File: config.mk
export PLATFORM = sky130hd
export DESIGN_NAME = keyed_permutation_generator_unit
export DESIGN_NICKNAME = d
export VERILOG_FILES = /design/src/design/kpg_pkg.sv /design/src/design/kpg_ram.sv /design/src/design/kpg_front.sv /design/src/design/kpg_gen.sv /design/src/design/kpg_back.sv /design/src/design/keyed_permutation_generator_unit.sv
export SDC_FILE = /design/constraint.sdc
export NUM_CORES = 2
export LEC_CHECK = 0
export BUFFER_PORTS_ARGS = -buffer_cell sky130_fd_sc_hd__buf_4
export CAP_MARGIN = 20
export CORE_MARGIN = 3
export CORE_UTILIZATION = 40
export CTS_BUF_LIST = sky130_fd_sc_hd__clkbuf_8
export DETAILED_ROUTE_END_ITERATION = 10
export GPL_ROUTABILITY_DRIVEN = 0
export PLACE_DENSITY = 0.61
export REMOVE_ABC_BUFFERS = 1
export SYNTH_ARGS = -nofsm -noshare
export SYNTH_HDL_FRONTEND = slang
export SYNTH_SLANG_ARGS = --single-unit
File: constraint.sdc
create_clock -name clk_i -period 28.8 [get_ports clk_i]
set_input_delay 1.44 -clock clk_i [delete_from_list [all_inputs] [get_ports clk_i]]
set_output_delay 1.44 -clock clk_i [all_outputs]
set_load 0.02 [all_outputs]
File: src/design/kpg_pkg.sv
// Shared constants and types of the keyed permutation generator.
// No dependencies; every other design file but kpg_ram refers to it by scoped names.
`default_nettype none

package kpg_pkg;

  localparam int unsigned ENTRIES = 64;
  localparam int unsigned IDX_W = 6;
  localparam int unsigned DEPTH = 64;
  localparam int unsigned DIV_W = IDX_W + 1;
  localparam logic [IDX_W-1:0] LAST_IDX = IDX_W'(ENTRIES - 1);

  localparam logic [63:0] DEFAULT_SEED = 64'h9E3779B97F4A7C15;
  localparam logic [63:0] GEN_MUL = 64'd6364136223846793005;
  localparam logic [63:0] GEN_ADD = 64'd1442695040888963407;
  localparam int unsigned SH1 = 17;
  localparam int unsigned SH2 = 31;
  localparam int unsigned SH3 = 8;

  localparam int unsigned DIV_BITS = 4;
  localparam int unsigned DIV_STEPS = 64 / DIV_BITS;
  localparam int unsigned DIV_CNT_W = $clog2(DIV_STEPS);

  localparam int unsigned FIFO_DEPTH = 2;

  typedef struct packed {
    logic        valid;
    logic [63:0] seed;
  } kpg_seed_t;

  typedef struct packed {
    logic             load;
    logic [63:0]      seed;
    logic             start;
    logic [DIV_W-1:0] divisor;
  } kpg_gen_req_t;

  typedef struct packed {
    logic             done;
    logic [IDX_W-1:0] rem;
  } kpg_gen_rsp_t;

endpackage

`default_nettype wire

File: src/design/kpg_ram.sv
// Generic single-write, single-read RAM with registered read data.
// No dependencies.
`default_nettype none

module kpg_ram #(
  parameter int unsigned WIDTH = 6,
  parameter int unsigned DEPTH = 64
) (
  input  wire logic                     clk_i,
  input  wire logic                     we_i,
  input  wire logic [$clog2(DEPTH)-1:0] waddr_i,
  input  wire logic [WIDTH-1:0]         wdata_i,
  input  wire logic [$clog2(DEPTH)-1:0] raddr_i,
  output logic      [WIDTH-1:0]         rdata_o
);

  logic [WIDTH-1:0] mem_q [DEPTH];
  logic [WIDTH-1:0] rdata_q;

  always_ff @(posedge clk_i) begin
    if (we_i) begin
      mem_q[waddr_i] <= wdata_i;
    end
    rdata_q <= mem_q[raddr_i];
  end

  assign rdata_o = rdata_q;

endmodule

`default_nettype wire

File: src/design/kpg_front.sv
// Front end: accepts keys, substitutes the default seed for a zero key and
// queues seeds for the back end. Depends on kpg_pkg.
`default_nettype none

module kpg_front (
  input  wire logic              clk_i,
  input  wire logic              rst_ni,
  input  wire logic              in_valid_i,
  output logic                   in_stall_o,
  input  wire logic [63:0]       seed_key_i,
  output kpg_pkg::kpg_seed_t     q_o,
  input  wire logic              pop_i
);

  localparam int unsigned PTR_W = $clog2(kpg_pkg::FIFO_DEPTH);
  localparam int unsigned CNT_W = $clog2(kpg_pkg::FIFO_DEPTH + 1);

  logic [63:0]      entry_q [kpg_pkg::FIFO_DEPTH];
  logic [PTR_W-1:0] wr_ptr_q, wr_ptr_d;
  logic [PTR_W-1:0] rd_ptr_q, rd_ptr_d;
  logic [CNT_W-1:0] count_q, count_d;
  logic             push;
  logic             pop;
  logic [63:0]      seed;

  assign in_stall_o = (count_q == CNT_W'(kpg_pkg::FIFO_DEPTH));
  assign push = in_valid_i && !in_stall_o;
  assign pop = pop_i && (count_q != '0);
  assign seed = (seed_key_i == 64'd0) ? kpg_pkg::DEFAULT_SEED : seed_key_i;

  always_comb begin
    wr_ptr_d = wr_ptr_q;
    rd_ptr_d = rd_ptr_q;
    count_d = count_q;
    if (push) begin
      wr_ptr_d = (wr_ptr_q == PTR_W'(kpg_pkg::FIFO_DEPTH - 1)) ? '0 : wr_ptr_q + 1'b1;
    end
    if (pop) begin
      rd_ptr_d = (rd_ptr_q == PTR_W'(kpg_pkg::FIFO_DEPTH - 1)) ? '0 : rd_ptr_q + 1'b1;
    end
    if (push && !pop) begin
      count_d = count_q + 1'b1;
    end else if (pop && !push) begin
      count_d = count_q - 1'b1;
    end
  end

  always_ff @(posedge clk_i or negedge rst_ni) begin
    if (!rst_ni) begin
      wr_ptr_q <= '0;
      rd_ptr_q <= '0;
      count_q <= '0;
    end else begin
      wr_ptr_q <= wr_ptr_d;
      rd_ptr_q <= rd_ptr_d;
      count_q <= count_d;
    end
  end

  always_ff @(posedge clk_i) begin
    if (push) begin
      entry_q[wr_ptr_q] <= seed;
    end
  end

  assign q_o.valid = (count_q != '0);
  assign q_o.seed = entry_q[rd_ptr_q];

endmodule

`default_nettype wire

File: src/design/kpg_gen.sv
// Generator step unit: 64-bit multiply-add on one shared 32x32 multiplier,
// xorshift mix, then an iterative remainder by the swap range. Depends on kpg_pkg.
`default_nettype none

module kpg_gen (
  input  wire logic              clk_i,
  input  wire logic              rst_ni,
  input  wire kpg_pkg::kpg_gen_req_t req_i,
  output kpg_pkg::kpg_gen_rsp_t  rsp_o
);

  localparam logic [2:0] G_IDLE = 3'd0;
  localparam logic [2:0] G_M0   = 3'd1;
  localparam logic [2:0] G_M1   = 3'd2;
  localparam logic [2:0] G_M2   = 3'd3;
  localparam logic [2:0] G_MIX  = 3'd4;
  localparam logic [2:0] G_DIV  = 3'd5;

  localparam int unsigned IW = kpg_pkg::IDX_W;
  localparam int unsigned DW = kpg_pkg::DIV_W;

  logic [2:0]                    state_q, state_d;
  logic [kpg_pkg::DIV_CNT_W-1:0] cnt_q, cnt_d;
  logic                          done_q, done_d;
  logic [63:0]                   gen_q;
  logic [63:0]                   acc_q;
  logic [63:0]                   dvd_q;
  logic [IW-1:0]                 rem_q;
  logic [DW-1:0]                 div_q;
  logic [31:0]                   mul_a;
  logic [31:0]                   mul_b;
  logic [63:0]                   prod;
  logic [63:0]                   sum;
  logic [63:0]                   mix1;
  logic [63:0]                   mix2;
  logic [63:0]                   mix3;
  logic [DW-1:0]                 r_tmp;
  logic [63:0]                   d_tmp;
  logic [IW-1:0]                 rem_next;
  logic [63:0]                   dvd_next;

  always_comb begin
    case (state_q)
      G_M0: begin
        mul_a = gen_q[31:0];
        mul_b = kpg_pkg::GEN_MUL[31:0];
      end
      G_M1: begin
        mul_a = gen_q[63:32];
        mul_b = kpg_pkg::GEN_MUL[31:0];
      end
      default: begin
        mul_a = gen_q[31:0];
        mul_b = kpg_pkg::GEN_MUL[63:32];
      end
    endcase
  end

  assign prod = mul_a * mul_b;
  assign sum = acc_q + kpg_pkg::GEN_ADD;
  assign mix1 = sum ^ (sum >> kpg_pkg::SH1);
  assign mix2 = mix1 ^ (mix1 << kpg_pkg::SH2);
  assign mix3 = mix2 ^ (mix2 >> kpg_pkg::SH3);

  always_comb begin
    r_tmp = {1'b0, rem_q};
    d_tmp = dvd_q;
    for (int k = 0; k < kpg_pkg::DIV_BITS; k++) begin
      r_tmp = {r_tmp[IW-1:0], d_tmp[63]};
      d_tmp = {d_tmp[62:0], 1'b0};
      if (r_tmp >= div_q) begin
        r_tmp = r_tmp - div_q;
      end
    end
    rem_next = r_tmp[IW-1:0];
    dvd_next = d_tmp;
  end

  always_comb begin
    state_d = state_q;
    cnt_d = cnt_q;
    done_d = 1'b0;
    case (state_q)
      G_IDLE: begin
        if (req_i.start) begin
          state_d = G_M0;
        end
      end
      G_M0:  state_d = G_M1;
      G_M1:  state_d = G_M2;
      G_M2:  state_d = G_MIX;
      G_MIX: begin
        state_d = G_DIV;
        cnt_d = '0;
      end
      G_DIV: begin
        cnt_d = cnt_q + 1'b1;
        if (cnt_q == kpg_pkg::DIV_CNT_W'(kpg_pkg::DIV_STEPS - 1)) begin
          state_d = G_IDLE;
          done_d = 1'b1;
        end
      end
      default: state_d = G_IDLE;
    endcase
  end

  always_ff @(posedge clk_i or negedge rst_ni) begin
    if (!rst_ni) begin
      state_q <= G_IDLE;
      cnt_q <= '0;
      done_q <= 1'b0;
      gen_q <= '0;
    end else begin
      state_q <= state_d;
      cnt_q <= cnt_d;
      done_q <= done_d;
      if (req_i.load) begin
        gen_q <= req_i.seed;
      end else if (state_q == G_MIX) begin
        gen_q <= mix3;
      end
    end
  end

  always_ff @(posedge clk_i) begin
    case (state_q)
      G_IDLE: begin
        div_q <= req_i.divisor;
      end
      G_M0: begin
        acc_q <= prod;
      end
      G_M1, G_M2: begin
        acc_q[63:32] <= acc_q[63:32] + prod[31:0];
      end
      G_MIX: begin
        dvd_q <= mix3;
        rem_q <= '0;
      end
      G_DIV: begin
        dvd_q <= dvd_next;
        rem_q <= rem_next;
      end
      default: begin
      end
    endcase
  end

  assign rsp_o.done = done_q;
  assign rsp_o.rem = rem_q;

endmodule

`default_nettype wire

File: src/design/kpg_back.sv
// Back end: identity fill, Fisher-Yates swaps, inverse build and result
// emission. Depends on kpg_pkg, kpg_gen and kpg_ram.
`default_nettype none

module kpg_back (
  input  wire logic                          clk_i,
  input  wire logic                          rst_ni,
  input  wire kpg_pkg::kpg_seed_t            q_i,
  output logic                               pop_o,
  output logic                               out_valid_o,
  input  wire logic                          out_stall_i,
  output logic      [kpg_pkg::IDX_W-1:0]     slot_o,
  output logic      [kpg_pkg::IDX_W-1:0]     mapped_o,
  output logic      [kpg_pkg::IDX_W-1:0]     inverse_o,
  output logic                               last_o
);

  localparam int unsigned IW = kpg_pkg::IDX_W;

  localparam logic [3:0] B_IDLE   = 4'd0;
  localparam logic [3:0] B_INIT   = 4'd1;
  localparam logic [3:0] B_GEN    = 4'd2;
  localparam logic [3:0] B_GWAIT  = 4'd3;
  localparam logic [3:0] B_RDI    = 4'd4;
  localparam logic [3:0] B_RDJ    = 4'd5;
  localparam logic [3:0] B_WRI    = 4'd6;
  localparam logic [3:0] B_WRJ    = 4'd7;
  localparam logic [3:0] B_INV_RD = 4'd8;
  localparam logic [3:0] B_INV_WR = 4'd9;
  localparam logic [3:0] B_EM_RD  = 4'd10;
  localparam logic [3:0] B_EM_LD  = 4'd11;

  logic [3:0]    state_q, state_d;
  logic [IW-1:0] k_q, k_d;
  logic [IW-1:0] i_q, i_d;
  logic [IW-1:0] j_q, j_d;
  logic [IW-1:0] di_q;
  logic          out_valid_q, out_valid_d;
  logic [IW-1:0] slot_q;
  logic [IW-1:0] mapped_q;
  logic [IW-1:0] inverse_q;
  logic          last_q;
  logic          out_free;
  logic          load_out;

  kpg_pkg::kpg_gen_req_t gen_req;
  kpg_pkg::kpg_gen_rsp_t gen_rsp;

  logic          fwd_we;
  logic [IW-1:0] fwd_waddr;
  logic [IW-1:0] fwd_wdata;
  logic [IW-1:0] fwd_raddr;
  logic [IW-1:0] fwd_rdata;
  logic          inv_we;
  logic [IW-1:0] inv_rdata;

  assign out_free = !out_valid_q || !out_stall_i;
  assign load_out = (state_q == B_EM_LD);
  assign pop_o = (state_q == B_IDLE) && q_i.valid;

  assign gen_req.load = pop_o;
  assign gen_req.seed = q_i.seed;
  assign gen_req.start = (state_q == B_GEN);
  assign gen_req.divisor = {1'b0, i_q} + kpg_pkg::DIV_W'(1);

  kpg_gen u_gen (
    .clk_i  (clk_i),
    .rst_ni (rst_ni),
    .req_i  (gen_req),
    .rsp_o  (gen_rsp)
  );

  always_comb begin
    fwd_we = (state_q == B_INIT) || (state_q == B_WRI) || (state_q == B_WRJ);
    case (state_q)
      B_INIT: begin
        fwd_waddr = k_q;
        fwd_wdata = k_q;
      end
      B_WRI: begin
        fwd_waddr = i_q;
        fwd_wdata = fwd_rdata;
      end
      default: begin
        fwd_waddr = j_q;
        fwd_wdata = di_q;
      end
    endcase
    case (state_q)
      B_RDJ:             fwd_raddr = j_q;
      B_INV_RD, B_EM_RD: fwd_raddr = k_q;
      default:           fwd_raddr = i_q;
    endcase
  end

  assign inv_we = (state_q == B_INV_WR);

  kpg_ram #(
    .WIDTH (kpg_pkg::IDX_W),
    .DEPTH (kpg_pkg::DEPTH)
  ) u_fwd_ram (
    .clk_i   (clk_i),
    .we_i    (fwd_we),
    .waddr_i (fwd_waddr),
    .wdata_i (fwd_wdata),
    .raddr_i (fwd_raddr),
    .rdata_o (fwd_rdata)
  );

  kpg_ram #(
    .WIDTH (kpg_pkg::IDX_W),
    .DEPTH (kpg_pkg::DEPTH)
  ) u_inv_ram (
    .clk_i   (clk_i),
    .we_i    (inv_we),
    .waddr_i (fwd_rdata),
    .wdata_i (k_q),
    .raddr_i (k_q),
    .rdata_o (inv_rdata)
  );

  always_comb begin
    state_d = state_q;
    k_d = k_q;
    i_d = i_q;
    j_d = j_q;
    case (state_q)
      B_IDLE: begin
        if (q_i.valid) begin
          state_d = B_INIT;
          k_d = '0;
        end
      end
      B_INIT: begin
        k_d = k_q + 1'b1;
        if (k_q == kpg_pkg::LAST_IDX) begin
          state_d = B_GEN;
          i_d = kpg_pkg::LAST_IDX;
        end
      end
      B_GEN:   state_d = B_GWAIT;
      B_GWAIT: begin
        if (gen_rsp.done) begin
          state_d = B_RDI;
          j_d = gen_rsp.rem;
        end
      end
      B_RDI:   state_d = B_RDJ;
      B_RDJ:   state_d = B_WRI;
      B_WRI:   state_d = B_WRJ;
      B_WRJ: begin
        if (i_q == IW'(1)) begin
          state_d = B_INV_RD;
          k_d = '0;
        end else begin
          state_d = B_GEN;
          i_d = i_q - 1'b1;
        end
      end
      B_INV_RD: state_d = B_INV_WR;
      B_INV_WR: begin
        k_d = k_q + 1'b1;
        if (k_q == kpg_pkg::LAST_IDX) begin
          state_d = B_EM_RD;
          k_d = '0;
        end else begin
          state_d = B_INV_RD;
        end
      end
      B_EM_RD: begin
        if (out_free) begin
          state_d = B_EM_LD;
        end
      end
      B_EM_LD: begin
        k_d = k_q + 1'b1;
        state_d = (k_q == kpg_pkg::LAST_IDX) ? B_IDLE : B_EM_RD;
      end
      default: state_d = B_IDLE;
    endcase
  end

  always_comb begin
    out_valid_d = out_valid_q;
    if (load_out) begin
      out_valid_d = 1'b1;
    end else if (out_valid_q && !out_stall_i) begin
      out_valid_d = 1'b0;
    end
  end

  always_ff @(posedge clk_i or negedge rst_ni) begin
    if (!rst_ni) begin
      state_q <= B_IDLE;
      k_q <= '0;
      i_q <= '0;
      j_q <= '0;
      out_valid_q <= 1'b0;
    end else begin
      state_q <= state_d;
      k_q <= k_d;
      i_q <= i_d;
      j_q <= j_d;
      out_valid_q <= out_valid_d;
    end
  end

  always_ff @(posedge clk_i) begin
    if (state_q == B_RDJ) begin
      di_q <= fwd_rdata;
    end
    if (load_out) begin
      slot_q <= k_q;
      mapped_q <= fwd_rdata;
      inverse_q <= inv_rdata;
      last_q <= (k_q == kpg_pkg::LAST_IDX);
    end
  end

  assign out_valid_o = out_valid_q;
  assign slot_o = slot_q;
  assign mapped_o = mapped_q;
  assign inverse_o = inverse_q;
  assign last_o = last_q;

  a_done_in_wait: assert property (@(posedge clk_i) disable iff (!rst_ni)
    gen_rsp.done |-> (state_q == B_GWAIT))
    else $error("generator result arrived outside the wait state");

  a_rem_in_range: assert property (@(posedge clk_i) disable iff (!rst_ni)
    (gen_rsp.done && (state_q == B_GWAIT)) |-> ({1'b0, gen_rsp.rem} < gen_req.divisor))
    else $error("swap partner beyond current index");

  a_load_empty: assert property (@(posedge clk_i) disable iff (!rst_ni)
    load_out |-> !out_valid_q)
    else $error("output register overwritten");

  a_last_slot: assert property (@(posedge clk_i) disable iff (!rst_ni)
    out_valid_q |-> (last_q == (slot_q == kpg_pkg::LAST_IDX)))
    else $error("last flag does not match slot");

  a_pop_idle: assert property (@(posedge clk_i) disable iff (!rst_ni)
    pop_o |=> (state_q == B_INIT))
    else $error("seed popped without starting a run");

endmodule

`default_nettype wire

File: src/design/keyed_permutation_generator_unit.sv
// Top level of the keyed permutation generator: front end, seed queue and back end.
// Depends on kpg_pkg, kpg_front and kpg_back.
//
// Usage: the input channel takes one 64-bit key per transaction (in_valid_i,
// in_stall_o, seed_key_i); a zero key selects the built-in default seed. For
// every key the output channel delivers ENTRIES transactions (out_valid_o,
// out_stall_i) with slot ascending from zero, the permuted entry, the inverse
// entry and last set on the final slot.
// Sequence per key: an identity fill of the forward table, then ENTRIES-1 swaps,
// each set by the generator step (three passes of one shared 32x32
// multiplier, one mix step, and a remainder unit taking four bits a cycle)
// plus two reads and two writes through the one read port and the
// one write port of the forward table.
// The inverse table build and the emission then each handle one slot at a
// time, in ascending slot order.
// Up to two further keys wait in the front queue while a run is in progress.
// Reset clears the queue, the sequencer and the output valid; the tables need
// no clearing since each run rewrites them before reading.
// A stall on the output holds the current result; the run pauses at the next
// slot until it is taken, and the front queue keeps accepting keys until full.
`default_nettype none

module keyed_permutation_generator_unit (
  input  wire logic                       clk_i,
  input  wire logic                       rst_ni,
  input  wire logic                       in_valid_i,
  output logic                            in_stall_o,
  input  wire logic [63:0]                seed_key_i,
  output logic                            out_valid_o,
  input  wire logic                       out_stall_i,
  output logic      [kpg_pkg::IDX_W-1:0]  slot_o,
  output logic      [kpg_pkg::IDX_W-1:0]  mapped_o,
  output logic      [kpg_pkg::IDX_W-1:0]  inverse_o,
  output logic                            last_o
);

  kpg_pkg::kpg_seed_t seed_q;
  logic               pop;

  kpg_front u_front (
    .clk_i      (clk_i),
    .rst_ni     (rst_ni),
    .in_valid_i (in_valid_i),
    .in_stall_o (in_stall_o),
    .seed_key_i (seed_key_i),
    .q_o        (seed_q),
    .pop_i      (pop)
  );

  kpg_back u_back (
    .clk_i       (clk_i),
    .rst_ni      (rst_ni),
    .q_i         (seed_q),
    .pop_o       (pop),
    .out_valid_o (out_valid_o),
    .out_stall_i (out_stall_i),
    .slot_o      (slot_o),
    .mapped_o    (mapped_o),
    .inverse_o   (inverse_o),
    .last_o      (last_o)
  );

endmodule

`default_nettype wire

### Word-level counts from Yosys, hierarchy flattened

Memories as Yosys holds them, arrays and structs flattened. A register that Yosys moved wholly into a read port is not among the register bits.
Index checks and enable logic that the tools add are counted.

| operators by class | value |
|---|---|
| bitwise gates (word level) | 3 |
| reductions and logical operators | 34 |
| equality and inequality tests | 28 |
| $mul | 1 |
| muxes and demuxes | 48 |
| $lt $le $gt $ge | 4 |
| add/subtract/negate cells | 14 |

Operators with widths:

| cell | number |
|---|---|
| 64-bit two-way mux | 3 |
| 64-bit case mux with 2 select lines | 1 |
| 64-bit by 61-bit adder with 64-bit output (second input constant) | 1 |
| 64-bit logical NOT | 1 |
| 32-bit case mux with 2 select lines | 1 |
| 64-bit by 47-bit XOR with 64-bit output | 1 |
| 64-bit by 56-bit XOR with 64-bit output | 1 |
| 64-bit XOR | 1 |
| 32-bit by 31-bit multiplier with 63-bit output | 1 |
| 6-bit case mux with 2 select lines | 5 |
| 6-bit two-way mux | 9 |
| 4-bit case mux with 12 select lines | 1 |
| 32-bit adder | 1 |
| 32-bit two-way mux | 1 |
| 29-bit two-way mux | 1 |
| 7-bit greater-or-equal comparator | 4 |
| 4-bit two-way mux | 6 |
| 6-bit case mux with 4 select lines | 1 |
| 6-bit subtractor | 4 |
| 4-bit == test (second input constant) | 5 |
| 3-bit case mux with 6 select lines | 1 |
| 4-bit by 3-bit == test with 1-bit output (second input constant) | 4 |
| 2-bit nonzero test | 7 |
| 1-bit two-way mux | 12 |
| 30 further kinds | 59 |

| storage, ports and cells | value |
|---|---|
| memory bits (writable) | 896 |
| memories kept | 3 |
| input bits | 68 |
| output and inout bits | 21 |
| flip-flop bits (word level) | 265 |

Memories:

| memory | depth | width | rd ports | clocked after Yosys merged registers in | wr ports | line | text |
|---|---|---|---|---|---|---|---|
| u_back.u_fwd_ram.mem_q | 64 | 6 | 1 | 1 | 1 | kpg_ram.sv:17 | `logic [WIDTH-1:0] mem_q [DEPTH];` |
| u_back.u_inv_ram.mem_q | 64 | 6 | 1 | 1 | 1 | kpg_ram.sv:17 |  |
| u_front.entry_q | 2 | 64 | 1 | 0 | 1 | kpg_front.sv:18 | `logic [63:0] entry_q [kpg_pkg::FIFO_DEPTH];` |

### Longest topological paths before layout

| depth | value |
|---|---|
| depth after elaboration | 9 |
| gate-level depth with buffers | 43 |
| mapped depth without buffers | 42 |

### Cells and area by module

Synthesis repeated with hierarchy kept, for this count alone.

| second synthesis, totals | value |
|---|---|
| cell total of the unflattened synthesis | 5742 |
| area total of the unflattened synthesis | 75615.0 um2 |

Modules (own cells, without submodules):

| module | times used | cells an instance | area an instance (um2) |
|---|---|---|---|
| kpg_gen | 1 | 3736 | 36911.7 |
| kpg_ram | 2 | 720 | 15225.9 |
| kpg_front | 1 | 356 | 5741.8 |
| kpg_back | 1 | 210 | 2509.9 |

### Worst setup path after synthesis

Ideal clock, no wire load.

| timing path | value |
|---|---|
| path type | reg-to-reg |
| from | reg u_back.u_gen.state_q[2] |
| to | reg u_back.u_gen.acc_q[63], data pin |
| required time | 28.534 ns |
| cell stages (with the launch flop) | 35 |
| path slack | 19.384 ns |
| arrival | 9.150 ns |
| library setup time | 0.266 ns |
| cells stage by stage | dfrtp_1 -> nand2b_1 -> clkbuf_1 -> nor2_1 -> clkbuf_1 -> mux2i_1 -> nor2_1 -> ha_1 -> fa_1 -> fa_1 -> inv_1 -> fa_1 -> inv_1 -> fa_1 -> ha_1 -> fa_1 -> inv_1 -> fa_1 -> inv_1 -> ha_1 -> clkbuf_1 -> a21o_1 -> a21o_1 -> a2111oi_0 -> a2bb2oi_1 -> nand2_1 -> xor2_1 -> ha_1 -> nand3_1 -> nor2_1 -> a221oi_1 -> o41a_1 -> o31ai_1 -> xnor2_1 -> nor2_1 |

| between the ends | value |
|---|---|
| word-level cells in the longest chain between the ends | 6 |
| elaborated cells between the ends (all ways) | 10 |
| those cells by class | add/sub: 1; mul: 1; eq/ne: 3; mux: 3; reduce/logical: 2 |

RTL lines:

| element | line | text |
|---|---|---|
| from (decl) | kpg_gen.sv:22 | `logic [2:0] state_q, state_d;` |
| from (signal assigned) | kpg_gen.sv:114 | `state_q <= state_d;` |
| 3-bit by 2-bit == test with 1-bit output or 3-bit by 1-bit == test with 1-bit output (tied branches) | kpg_gen.sv:43 | `case (state_q)` |
| 2-bit OR reduction (no source line) | n/a |  |
| 29-bit two-way mux | kpg_gen.sv:43 |  |
| 32-bit by 31-bit multiplier with 63-bit output * | kpg_gen.sv:59 | `assign prod = mul_a * mul_b;` |
| via u_back.u_gen.prod[20] | kpg_gen.sv:32 | `logic [63:0] prod;` |
| 32-bit adder * | kpg_gen.sv:134 | `acc_q[63:32] <= acc_q[63:32] + prod[31:0];` |
| 32-bit case mux with 2 select lines * | kpg_gen.sv:126 | `case (state_q)` |
| to (signal assigned) | kpg_gen.sv:131 | `acc_q <= prod;` |
| to (signal assigned) | kpg_gen.sv:134 |  |
| to (decl) | kpg_gen.sv:26 | `logic [63:0] acc_q;` |

The timed path passes the listed nets; every way through them passes the cells marked *.
A chain may end at the register's enable or synchronous reset.

### Worst setup path after layout

Same ends and word-level chain as after synthesis.

==> metrics.cfg <==
[outcome]
outcome=complete, no violations

[worst_setup_path]
required_ns=29.41
ff2ff_path_depth=35
cp-start-kind=register
worst_path_max_delay_cell=mux2i_1
regToRegStartpoint=u_back.u_gen.state_q[2]
cp-end-kind=register
crit_top_cell=inv_1
cp.arrival_ns=12.08
critical_path_class=reg -> reg
path_max_fanout=41
r2r_slack_ns=17.32
r2r-end=u_back.u_gen.acc_q[63]
cpPeakStageDelay_ns=0.74

[synth]
synthArstFlopShare_pct=8.44
synthTopCellsByArea=edfxtp_1 (42%), fa_1 (15%), ha_1 (8.4%)
syn_inst=6064
yosysMostFrequentCell=edfxtp_1
ys.flop_type=edfxtp_1
synth_top_cell_area_share_pct=42.3
synth_common_cells=edfxtp_1 (1,062), inv_1 (719), fa_1 (551)
synth_area_per_cell_um2=12.4
yosys_warnings=0
seq_area_frac_synth_pct=45.9
synth_edf_count=1062
yosysUniqueCellTypes=91
netlist_area_um2=75300
synth_top_cell_by_area=edfxtp_1
ys_ff_latch=1173

[placed_design]
hpwl_um=154000
io_buffers=88

[clock_tree]
ctsResizeCount=0
clk_pin_slew_ns=0.07
cts_tree=yes
clk_latency_ns=0.90
cts_setup_buffers=0
clock_path_buffers=3
cts_sinks=1173
root_buffer=clkbuf_8
numCtsBuffers=178
htreeDepth=4
hold_buffers=0

[job]
drv_cap=0

[routing]
first_pass_iters=6
wl_um=210000
ant_nets=0
drt_iter0_markers=4611
drc=0
wl_per_cell_um=23.8
viasPerCell=5.51
vias=48600

[worst_hold_path]
worstHoldStart=u_back.u_inv_ram.rdata_o[5]
holdPathStages=0
hold_path_class=reg -> reg
min_to=u_back.inverse_o[5]

[cells_and_area]
nets=7291
drive_above_1_share_pct=10.7
area_delta_synth_final_pct=9.67

[floorplanning]
boundaryPins=89
die_area_um2=194000
die_h_um=440
rows=158
coreArea_um2=186000
die_w_um=440
floorplan.initialDensity_pct=40.4

[timing]
slew_violations=0
finClkSkew_ns=0.0543
rsz0062_at_grt=false
max_slew.worst_pin.slew_ns=1.10
period_needed_ns=11.48
setup_tns_ns=0
period_share_pct=39.9
max_slew_margin_pct=24.6
max_clock_freq_ghz=0.0871
finalHoldViolCount=0
setup_viol=0

[grt]
grt_pass1_vias=49200
grt_max_degree=193
grt_overflow=0
antenna_found_initial=17
grt_use_total_pct=21.7
grt_pass1_wl_um=315000

## placed cells by master, fill, tap and decap left out, types with 13 or more instances in the layout
master,count
a211o_1,19
a211oi_1,161
a21o_1,70
a21oi_1,232
a311oi_1,49
a31oi_1,78
and2_1,114
and3_1,21
buf_4,164
clkbuf_8,194
clkinv_1,33
clkinv_2,27
conb_1,31
dfrtp_1,92
diode_2,15
edfxtp_1,1062
fa_1,551
ha_1,504
inv_1,770
mux2_2,13
mux2i_1,89
mux4_2,126
nand2_1,461
nand2b_1,31
nand3_1,64
nand4_1,28
nor2_1,378
nor2b_1,27
nor3_1,39
nor4_1,27
o211ai_1,21
o21a_1,14
o21ai_0,157
o21bai_1,24
o31ai_1,19
or2_2,61
or3_1,17
xnor2_1,175
xnor3_1,22
xor2_1,95
## stage by stage
stage | setup WS, ns | instance area [µm²] | util, % | hold WS [ns] | cells
floorplan | 16.05 | 74400 | - | 0.386 | 5820
global placement | 17.31 | 78900 | 42.3 | 0.392 | 8465
detailed placement | 17.48 | 78900 | 42.3 | 0.394 | 8466
CTS | 17.45 | 82600 | 44.3 | 0.411 | 8798
global route | 16.59 | 82600 | 44.3 | 0.419 | 8807
finish | 17.32 | 82600 | 44.3 | 0.406 | 8815
## worst max path at each step
stage,cells past startpoint,end,from,slack [ns]
finish,35,u_back.u_gen.acc_q[63],u_back.u_gen.state_q[2],17.32
global route,36,u_back.u_gen.acc_q[62],u_back.u_gen.state_q[2],16.59
CTS,35,u_back.u_gen.acc_q[63],u_back.u_gen.state_q[2],17.45
detailed placement,35,u_back.u_gen.acc_q[63],u_back.u_gen.state_q[2],17.48
global placement,33,u_back.u_gen.acc_q[63],u_back.u_gen.state_q[2],17.31
floorplan,8,u_back.u_fwd_ram.rdata_o[0],u_back.k_q[1],16.05
## cell families (layout without fill, tap and decap cells)
group,Yosys count,in the layout,share of synthesized area (%)
buffers and inverters,993,1220,4.97
other,2,46,0.00997
muxes,230,230,5.17
xor gates and xnor gates,300,300,4.01
DFF,1173,1173,45.9
AOI/OAI and AO/OA,977,977,8.64
adders and majority gates,1055,1055,23.0
and+or+nand+nor,1334,1334,8.25
## critical path, delay by kind of cell, from the launching register on
kind | cells | cell delay (ns)
adders and majority gates | 10 | 4.32
and+or+nand+nor | 8 | 2.01
AOI/OAI and AO/OA | 5 | 1.40
buffers and inverters | 9 | 1.87
xor gates and xnor gates | 2 | 0.33
muxes | 1 | 0.74
DFF | 1 | 0.50
## layout make-up
| cell class | count | area (µm²) |
|---|---|---|
| antenna | 15 | 37.5 |
| clock buffer | 194 | 2670 |
| clock inverter | 138 | 952 |
| fill | 17000 | 104000 |
| inverter | 720 | 2700 |
| multi-input combinational | 3927 | 37200 |
| sequential | 1173 | 34600 |
| tap | 2480 | 3100 |
| timing repair buffer | 168 | 1300 |
## flip-flops by register name (all words and copies together) (netlist names), 7 cells and up
signal                  cells
u_back.u_gen.acc_q         64
u_back.u_gen.dvd_q         64
u_back.u_gen.div_q          7
u_back.u_inv_ram.mem_q    384
u_back.u_fwd_ram.mem_q    384
u_back.u_gen.gen_q         64
u_front.entry_q           128
## layer usage
metal / up-vias / part of all wire, % / GRT usage [%] / wire (µm)
met5: - / 0.0043 / 0 / 9
li1: 21600 / - / - / -
met1: 24700 / 42 / 30.1 / 88800
met4: 2 / 2.7 / 6.45 / 5640
met3: 321 / 8.7 / 5.05 / 18200
met2: 1927 / 46 / 33.8 / 97400
Power is not shown: default switching activity piles up to over one toggle a cycle in this logic, so the estimate is an artifact.
